## config.mk

```make
export PLATFORM = sky130hd
export DESIGN_NAME = jerk_limited_speed_profile_core
export DESIGN_NICKNAME = d
export VERILOG_FILES = /design/src/rtl/jlsp_pkg.sv /design/src/rtl/jlsp_ctrl.sv /design/src/rtl/jlsp_datapath.sv /design/src/rtl/jerk_limited_speed_profile_core.sv
export SDC_FILE = /design/constraint.sdc
export NUM_CORES = 2
export LEC_CHECK = 0
export BUFFER_PORTS_ARGS = -buffer_cell sky130_fd_sc_hd__buf_2
export CORE_MARGIN = 5
export CORE_UTILIZATION = 58
export DETAILED_ROUTE_END_ITERATION = 16
export PLACE_DENSITY = 0.79
export SLEW_MARGIN = 20
export SYNTH_ARGS = -nofsm -noshare
export SYNTH_HDL_FRONTEND = slang
export SYNTH_HIERARCHICAL = 1
export SYNTH_SLANG_ARGS = --single-unit
```

## constraint.sdc

```tcl
create_clock -name clock -period 7.95 [get_ports clock]
set_input_delay 1.1925 -clock clock [delete_from_list [all_inputs] [get_ports clock]]
set_output_delay 1.1925 -clock clock [all_outputs]
set_load 0.01 [all_outputs]
```

## src/rtl/jlsp_pkg.sv

```systemverilog
// Shared types and constants for the jerk-limited speed profile core.
`default_nettype none

package jlsp_pkg;

   // Field widths fixed by the Q8.8 / Q0.16 / Q16.16 formats.
   localparam int SPEED_W = 16;
   localparam int ACCEL_W = 16;
   localparam int LIMIT_W = 15;
   localparam int STEP_W  = 16;
   localparam int DIST_W  = 32;
   localparam int CSR_DATA_W = 16;
   localparam int CSR_INDEX_W = 2;

   // Register indexes on the configuration port.
   localparam logic [CSR_INDEX_W-1:0] CSR_SPEED_CAP   = 2'd0;
   localparam logic [CSR_INDEX_W-1:0] CSR_ACCEL_LIMIT = 2'd1;
   localparam logic [CSR_INDEX_W-1:0] CSR_JERK_LIMIT  = 2'd2;
   localparam logic [CSR_INDEX_W-1:0] CSR_TIME_STEP   = 2'd3;

   // Register values after reset.
   localparam logic [SPEED_W-1:0] SPEED_CAP_RESET   = 16'd5632;
   localparam logic [LIMIT_W-1:0] ACCEL_LIMIT_RESET = 15'd2304;
   localparam logic [LIMIT_W-1:0] JERK_LIMIT_RESET  = 15'd2304;
   localparam logic [STEP_W-1:0]  TIME_STEP_RESET   = 16'd1311;

   // Speed error of 0.1 m/s in Q8.8 units.
   localparam logic signed [SPEED_W:0] DEADBAND = 17'sd26;

   // Operand pair for the shared multiplier.
   typedef enum logic [1:0] {
      MUL_JERK,
      MUL_ACCEL,
      MUL_SPEED
   } mul_sel_type;

   // Commands from the controller to the datapath.
   typedef struct packed {
      logic        load;        // request accepted: latch target, maybe load state
      logic        upd_accel;   // write the ramped acceleration
      logic        upd_speed;   // write the integrated, clamped speed
      logic        upd_dist;    // write distance and the response registers
      mul_sel_type mul_sel;
   } dp_cmd_type;

endpackage

`default_nettype wire

```

## src/rtl/jlsp_ctrl.sv

```systemverilog
// Step sequencer and response-valid control for the speed profile core.
`default_nettype none

module jlsp_ctrl
   import jlsp_pkg::*;
(
   input  wire logic  clock,
   input  wire logic  reset,
   input  wire logic  req_valid,
   output logic       req_stall,
   output logic       rsp_valid,
   input  wire logic  rsp_stall,
   output dp_cmd_type cmd
);

   typedef enum logic [2:0] {
      ST_IDLE,
      ST_ACCEL,
      ST_VEL_MUL,
      ST_SPEED,
      ST_DIST_MUL,
      ST_DIST
   } state_type;

   state_type phase_ff, phase_in;
   logic      rsp_valid_ff, rsp_valid_in;
   logic      finish;

   // The last step may only write the response registers once they are free.
   assign finish = (phase_ff == ST_DIST) && (!rsp_valid_ff || !rsp_stall);

   always_comb begin
      phase_in     = phase_ff;
      rsp_valid_in = rsp_valid_ff;
      if (!rsp_stall) begin
         rsp_valid_in = 1'b0;
      end
      unique case (phase_ff)
         ST_IDLE:     if (req_valid) phase_in = ST_ACCEL;
         ST_ACCEL:    phase_in = ST_VEL_MUL;
         ST_VEL_MUL:  phase_in = ST_SPEED;
         ST_SPEED:    phase_in = ST_DIST_MUL;
         ST_DIST_MUL: phase_in = ST_DIST;
         ST_DIST: begin
            if (finish) begin
               phase_in     = ST_IDLE;
               rsp_valid_in = 1'b1;
            end
         end
         default:     phase_in = ST_IDLE;
      endcase
   end

   always_ff @(posedge clock) begin
      if (reset) begin
         phase_ff     <= ST_IDLE;
         rsp_valid_ff <= 1'b0;
      end else begin
         phase_ff     <= phase_in;
         rsp_valid_ff <= rsp_valid_in;
      end
   end

   assign req_stall = (phase_ff != ST_IDLE);
   assign rsp_valid = rsp_valid_ff;

   always_comb begin
      cmd.load      = (phase_ff == ST_IDLE) && req_valid;
      cmd.upd_accel = (phase_ff == ST_ACCEL);
      cmd.upd_speed = (phase_ff == ST_SPEED);
      cmd.upd_dist  = finish;
      unique case (phase_ff)
         ST_VEL_MUL:           cmd.mul_sel = MUL_ACCEL;
         ST_DIST_MUL, ST_DIST: cmd.mul_sel = MUL_SPEED;
         default:              cmd.mul_sel = MUL_JERK;
      endcase
   end

endmodule

`default_nettype wire

```

## src/rtl/jlsp_datapath.sv

```systemverilog
// Configuration registers, profile state, shared multiplier and step arithmetic.
`default_nettype none

module jlsp_datapath
   import jlsp_pkg::*;
(
   input  wire logic                      clock,
   input  wire logic                      reset,
   input  wire dp_cmd_type                cmd,
   input  wire logic                      csr_write,
   input  wire logic [CSR_INDEX_W-1:0]    csr_index,
   input  wire logic [CSR_DATA_W-1:0]     csr_data,
   input  wire logic                      req_cmd,
   input  wire logic [SPEED_W-1:0]        req_target_speed,
   input  wire logic [SPEED_W-1:0]        req_init_speed,
   input  wire logic signed [ACCEL_W-1:0] req_init_accel,
   output logic [SPEED_W-1:0]             rsp_speed,
   output logic signed [ACCEL_W-1:0]      rsp_accel,
   output logic [DIST_W-1:0]              rsp_distance
);

   logic [SPEED_W-1:0] speed_cap_ff;
   logic [LIMIT_W-1:0] accel_limit_ff;
   logic [LIMIT_W-1:0] jerk_limit_ff;
   logic [STEP_W-1:0]  time_step_ff;

   logic [SPEED_W-1:0]        speed_ff, speed_in;
   logic signed [ACCEL_W-1:0] accel_ff, accel_in;
   logic [DIST_W-1:0]         dist_ff, dist_in;
   logic [SPEED_W-1:0]        target_ff;

   logic signed [SPEED_W:0]   mul_a, mul_b;
   logic signed [2*SPEED_W+1:0] prod_ff, prod_in;

   logic [LIMIT_W-1:0]        jstep;
   logic signed [SPEED_W:0]   err;
   logic [SPEED_W:0]          err_abs;
   logic [SPEED_W+3:0]        err_x10;
   logic                      near;
   logic signed [17:0]        a_x, j_x, amax_x, a_next;

   logic signed [17:0]        vinc;
   logic signed [18:0]        sp_sum;
   logic [DIST_W:0]           dist_sum;

   always_ff @(posedge clock) begin
      if (reset) begin
         speed_cap_ff   <= SPEED_CAP_RESET;
         accel_limit_ff <= ACCEL_LIMIT_RESET;
         jerk_limit_ff  <= JERK_LIMIT_RESET;
         time_step_ff   <= TIME_STEP_RESET;
      end else if (csr_write) begin
         unique case (csr_index)
            CSR_SPEED_CAP:   speed_cap_ff   <= csr_data;
            CSR_ACCEL_LIMIT: accel_limit_ff <= csr_data[LIMIT_W-1:0];
            CSR_JERK_LIMIT:  jerk_limit_ff  <= csr_data[LIMIT_W-1:0];
            CSR_TIME_STEP:   time_step_ff   <= csr_data;
            default: ;
         endcase
      end
   end

   // One 17x17 signed multiplier, shared by the three products of a step.
   always_comb begin
      mul_b = $signed({1'b0, time_step_ff});
      unique case (cmd.mul_sel)
         MUL_JERK:  mul_a = $signed({2'b00, jerk_limit_ff});
         MUL_ACCEL: mul_a = $signed({accel_ff[ACCEL_W-1], accel_ff});
         MUL_SPEED: mul_a = $signed({1'b0, speed_ff});
         default:   mul_a = '0;
      endcase
   end

   assign prod_in = mul_a * mul_b;

   always_ff @(posedge clock) begin
      prod_ff <= prod_in;
   end

   // Acceleration ramp. The jerk product is nonnegative and below 2^31.
   assign jstep   = prod_ff[30:16];
   assign err     = $signed({1'b0, target_ff}) - $signed({1'b0, speed_ff});
   assign err_abs = err[SPEED_W] ? 17'(-err) : 17'(err);
   assign err_x10 = ({3'b000, err_abs} << 3) + ({3'b000, err_abs} << 1);
   assign near    = err_x10 < {4'b0000, target_ff};
   assign a_x     = 18'(accel_ff);
   assign j_x     = $signed({3'b000, jstep});
   assign amax_x  = $signed({3'b000, accel_limit_ff});

   always_comb begin
      a_next = a_x;
      if (err >= DEADBAND) begin
         if (near) a_next = (a_x >= j_x) ? a_x - j_x : '0;
         else      a_next = (a_x >= amax_x - j_x) ? amax_x : a_x + j_x;
      end else if (err <= -DEADBAND) begin
         if (near) a_next = (a_x <= -j_x) ? a_x + j_x : '0;
         else      a_next = (a_x <= j_x - amax_x) ? -amax_x : a_x - j_x;
      end
   end

   // Speed integration: the arithmetic shift floors toward minus infinity.
   assign vinc   = prod_ff[33:16];
   assign sp_sum = $signed({3'b000, speed_ff}) + 19'(vinc);

   // Distance integration with saturation.
   assign dist_sum = {1'b0, dist_ff} + {9'd0, prod_ff[31:8]};

   always_comb begin
      speed_in = speed_ff;
      accel_in = accel_ff;
      dist_in  = dist_ff;
      if (cmd.load) begin
         if (req_cmd) begin
            speed_in = req_init_speed;
            accel_in = req_init_accel;
            dist_in  = '0;
         end
      end else if (cmd.upd_accel) begin
         accel_in = a_next[ACCEL_W-1:0];
      end else if (cmd.upd_speed) begin
         if (sp_sum >= $signed({3'b000, speed_cap_ff})) begin
            speed_in = speed_cap_ff;
         end else if (sp_sum < 0) begin
            speed_in = '0;
         end else begin
            speed_in = sp_sum[SPEED_W-1:0];
         end
      end else if (cmd.upd_dist) begin
         dist_in = dist_sum[DIST_W] ? '1 : dist_sum[DIST_W-1:0];
      end
   end

   always_ff @(posedge clock) begin
      if (reset) begin
         speed_ff <= '0;
         accel_ff <= '0;
         dist_ff  <= '0;
      end else begin
         speed_ff <= speed_in;
         accel_ff <= accel_in;
         dist_ff  <= dist_in;
      end
   end

   always_ff @(posedge clock) begin
      if (cmd.load) begin
         target_ff <= req_target_speed;
      end
      if (cmd.upd_dist) begin
         rsp_speed    <= speed_ff;
         rsp_accel    <= accel_ff;
         rsp_distance <= dist_in;
      end
   end

endmodule

`default_nettype wire

```

## src/rtl/jerk_limited_speed_profile_core.sv

```systemverilog
// Top level of the jerk-limited speed profile core: controller, datapath and checks.
//
// Each request advances the profile by one time step and yields exactly one
// response with the new speed (Q8.8), acceleration (signed Q8.8) and the
// distance travelled since the last load (Q16.16, saturating).
// A request with req_cmd set first loads req_init_speed and req_init_accel
// and clears the distance, then steps as usual.
// Both channels move a request when valid is high and stall is low.
// The core takes one request at a time: req_stall is low only while idle.
// A request passes the acceleration, velocity product, speed, distance
// product and distance steps, and only after its response is written can
// the next be accepted. One shared 17x17 multiplier forms the jerk step,
// the speed increment and the distance increment in turn, each product
// registered before the adder and clamp logic that uses it.
// A finished response sits in an output register; while the receiver stalls
// it holds, and the core still accepts and works on the next request, only
// waiting in its last step until the output register is free.
// Configuration registers are written through csr_write, csr_index and csr_data;
// the user must do so only while the core is idle; the core does not enforce it.
// Reset restores the register defaults and zeroes speed, acceleration and distance.
`default_nettype none

module jerk_limited_speed_profile_core
   import jlsp_pkg::*;
(
   input  wire logic                      clock,
   input  wire logic                      reset,
   input  wire logic                      csr_write,
   input  wire logic [CSR_INDEX_W-1:0]    csr_index,
   input  wire logic [CSR_DATA_W-1:0]     csr_data,
   input  wire logic                      req_valid,
   output logic                           req_stall,
   input  wire logic                      req_cmd,
   input  wire logic [SPEED_W-1:0]        req_target_speed,
   input  wire logic [SPEED_W-1:0]        req_init_speed,
   input  wire logic signed [ACCEL_W-1:0] req_init_accel,
   output logic                           rsp_valid,
   input  wire logic                      rsp_stall,
   output logic [SPEED_W-1:0]             rsp_speed,
   output logic signed [ACCEL_W-1:0]      rsp_accel,
   output logic [DIST_W-1:0]              rsp_distance
);

   dp_cmd_type cmd;

   // The controller sequences the five work steps of a request.
   jlsp_ctrl u_ctrl (
      .clock     (clock),
      .reset     (reset),
      .req_valid (req_valid),
      .req_stall (req_stall),
      .rsp_valid (rsp_valid),
      .rsp_stall (rsp_stall),
      .cmd       (cmd)
   );

   // The datapath holds the registers, the profile state and the arithmetic.
   jlsp_datapath u_datapath (
      .clock            (clock),
      .reset            (reset),
      .cmd              (cmd),
      .csr_write        (csr_write),
      .csr_index        (csr_index),
      .csr_data         (csr_data),
      .req_cmd          (req_cmd),
      .req_target_speed (req_target_speed),
      .req_init_speed   (req_init_speed),
      .req_init_accel   (req_init_accel),
      .rsp_speed        (rsp_speed),
      .rsp_accel        (rsp_accel),
      .rsp_distance     (rsp_distance)
   );

   // An accepted request keeps the core busy on the following cycle.
   a_busy_after_accept: assert property (@(posedge clock) disable iff (reset)
      req_valid && !req_stall |=> req_stall)
      else $error("core not busy after accepting a request");

   // A new response only appears as the last step of a request completes.
   a_rsp_from_work: assert property (@(posedge clock) disable iff (reset)
      $rose(rsp_valid) |-> $past(req_stall))
      else $error("response raised without a request in progress");

   // After a response is taken, valid stays only if a new one was written.
   a_rsp_refill: assert property (@(posedge clock) disable iff (reset)
      rsp_valid && !rsp_stall |=> !rsp_valid || $past(req_stall))
      else $error("response repeated after it was taken");

endmodule

`default_nettype wire

```

==> run_results.csv <==
group,metric,value,unit
detailed_routing,drt_iter0_markers,2414,
floorplan,boundaryPins,138,
placed_design,post-dp-hpwl,65000,µm
synth,syn_area,0.0284,mm²
synth,yosys_warnings,6,
synth,synth_compound_area_share,15.2,%
critical_path,crit_arrival,8000,ps
layout,area_growth,8.67,%
power_and_ir_drop,ir_drop,0.235,mV
grt,grt_max_degree,79,
critical_path,cp-end-kind,"register",
detailed_routing,drt_first_pass_iters,5,
critical_path,cp-start-kind,"register",
critical_path,cpMostUsedCell,"fa_1",
timing,setup_viol,0,
run_status,status,"completed",
critical_path,max_stage_delay,540,ps
synth,synth_xor_area_share,5.58,%
worst_hold_path,whs_path_depth,2,
synth,ys.flop_type,"dfxtp_1",
layout,drive_above_1_share,8.49,%
clock_tree,insertion_delay,590,ps
critical_path,crit_required,8470,ps
synth,synth_adder_area_share,33.2,%
grt,antenna_found_initial,7,
critical_path,ff2ff_path_depth,29,
detailed_routing,avgRoutedWirePerCell,20.3,µm
worst_hold_path,hp-class,"register to register",
floorplan,die_w,231,µm
power_and_ir_drop,p_leak,0.0148,µW
critical_path,crit_buf_inv,7,
synth,ys_seq_area_share,19.5,%
clock_tree,post_cts_buffers,0,
timing,rsz0062_at_grt,"false",
power_and_ir_drop,power_density,287,mW/mm²
grt,grt_util_all_layers,30.6,%
synth,ys_async_sr_fraction,0,%
clock_tree,cts_max_level,1,
placed_design,post_dp_cell_area,0.0299,mm²
synth,avgSynthCellArea,8.59,µm²
grt,grt_pass1_wl,130000,µm
timing,hold_viol,0,
detailed_routing,num_vias,24200,
detailed_routing,final_antenna_net_count,0,
floorplan,start_util,58.4,%
timing,max_freq,0.134,GHz
critical_path,cp_top_family,"adder cells",
floorplan,row_count,81,
detailed_routing,via_per_inst,5.97,
floorplan,core,0.0486,mm²
grt,grt_pass1_vias,24000,
synth,syn-num-nets,3959,
clock_tree,cts.path.max_buffers,3,
timing,period_needed,7480,ps
synth,yosys-mux-area-fraction,1.82,%
critical_path,crit_fanout,16,
timing,tightest_slew,1030,ps
flow_run,cap_violations,0,
grt,grt-ovfl-total,0,
synth,synth_cell_types,93,
placed_design,io_buffers,137,
timing,layout_setup_ws,466,ps
timing,slew_headroom,30.5,%
layout,finalNetCount,4058,
critical_path,r2r_setup_slack,470,ps
synth,synth_top_family_by_area,"adder cells",
layout,seq_area,0.00553,mm²
synth,synth_edf_count,80,
timing,finalSetupTns,0,ps
floorplan,die_area,0.0535,mm²
detailed_routing,drc,0,
critical_path,slowest_stage,"fa_1",
clock_tree,cts_tree,"done",
layout,fillers,4154,
synth,synthSimpleGateAreaFrac,16.4,%
timing,finalMaxSlewViolations,0,
clock_tree,cts_made_buffers,28,
timing,fin_worst_skew,32.5,ps
clock_tree,path_clk_slew,60,ps
detailed_routing,finalWirelength,82400,µm
clock_tree,cts-root-buf,"clkbuf_16",
placed_design,dp_slack,276,ps
placed_design,gp_congestion,1.01,
layout,fin_area,0.0309,mm²
critical_path,crit_type,"register to register",
floorplan,die_y,231,µm
clock_tree,hold_buffers,0,
critical_path,cp.depth,29,
synth,syn_inst,3305,
clock_tree,clock-sinks,236,
layout,multi_input_area,0.0205,mm²
synth,ys_ff_latch,236,
timing,min_period_over_period,94.1,%
==> flip-flops by register name (all words and copies together), names as in the netlist <==
signal / flops
u_datapath/dist_ff: 32
u_datapath/rsp_distance: 32
u_datapath/prod_ff: 26
u_datapath/accel_ff: 16
u_datapath/rsp_accel: 16
u_datapath/rsp_speed: 16
u_datapath/speed_cap_ff: 16
u_datapath/speed_ff: 16
u_datapath/target_ff: 16
u_datapath/time_step_ff: 16
u_datapath/accel_limit_ff: 15
u_datapath/jerk_limit_ff: 15
u_ctrl/phase_ff: 3
u_ctrl/rsp_valid: 1
==> layout make-up <==
class | instances | area share, %
tap | 622 | 2.52
sequential | 236 | 17.9
antenna | 2 | 0.0162
clock buffer | 34 | 2.41
clock inverter | 18 | 0.705
inverter | 496 | 6.03
multi-input combinational | 2440 | 66.6
timing repair buffer | 202 | 3.85
==> power breakdown <==
group | total (µW) | internal, µW | leakage (µW) | switching [µW]
Sequential | 1660 | 1380 | 0.00197 | 280
Combinational | 5880 | 2470 | 0.0124 | 3410
Clock | 1330 | 774 | 0.000466 | 557
==> placed cells by master (no fill, tap or decap), drive strengths merged, types with 123 or more instances in the layout <==
cell / n
inv: 499
nand2: 411
ha: 297
fa: 285
buf: 202
a21oi: 194
dfxtp: 156
and2: 155
nor2: 154
xnor2: 134
o21ai: 123
==> cell usage after synthesis, drive strengths merged (18+ instances only) <==
master | n | area [µm²]
a211oi | 44 | 335
xnor2 | 134 | 1170
a31oi | 21 | 131
inv | 495 | 1860
buf | 18 | 92.6
mux2i | 47 | 470
a21oi | 194 | 978
and2 | 155 | 970
nand2 | 411 | 1540
dfxtp | 156 | 3120
a21o | 73 | 549
nand3 | 55 | 275
nor3 | 44 | 225
o211ai | 19 | 143
clkbuf | 115 | 432
nor2 | 154 | 581
nand4 | 24 | 150
edfxtp | 80 | 2400
o21ai | 123 | 616
o21a | 23 | 173
and3 | 31 | 194
nor2b | 22 | 138
nand2b | 27 | 169
ha | 297 | 3720
xor2 | 47 | 412
fa | 285 | 5710
==> cells by family (layout without fill, tap and decap cells) <==
group / count (synthesis) / in the layout
AO/OA/AOI/OAI: 651 / 651
AND/OR/NAND/NOR: 975 / 975
other: 0 / 2
multiplexers: 51 / 51
adder cells (fa/ha/maj): 582 / 582
buffers and inverters: 629 / 750
flip-flops: 236 / 236
XOR/XNOR: 181 / 181
==> final timing paths <==
path	from	end
worst max-delay path	u_ctrl/phase_ff[2]	u_datapath/prod_ff[33]
worst min-delay path	u_datapath/jerk_limit_ff[1]	u_datapath/jerk_limit_ff[1]
worst max register to register	u_ctrl/phase_ff[2]	u_datapath/prod_ff[33]
worst min register to register	u_datapath/jerk_limit_ff[1]	u_datapath/jerk_limit_ff[1]
==> what timing repair did <==
action,4_1_cts,5_1_grt
gates resized for setup,0,7
endpoints found under the setup margin,0,4
endpoints found under the hold margin,0,0
==> per-stage QoR <==
step / std cells / hold slack (ps) / utilization, % / total power, µW
finish: 4050 / 456 / 63.4 / 8870
CTS: 4048 / 454 / 63.4 / 8770
global route: 4048 / 476 / 63.4 / 9600
floorplan: 3305 / 436 / - / 5950
global placement: 3996 / 446 / 61.4 / 7260
detailed placement: 3996 / 446 / 61.4 / 7370
==> worst reg2reg max path, delay by kind of cell (launching register included) <==
kind                     cells  cell delay [ps]
flip-flops                   1              380
XOR/XNOR                     1              130
AO/OA/AOI/OAI               11             2420
AND/OR/NAND/NOR              2              330
buffers and inverters        7              790
multiplexers                 1              250
adder cells (fa/ha/maj)      7             3130
==> routing by layer <==
metal	GRT usage [%]	routed length [µm]
met1	42.6	33900
met5	0	69
met4	10.9	3500
met2	48.7	36500
met3	5.22	8400
Power figures use the tool's default switching activity.
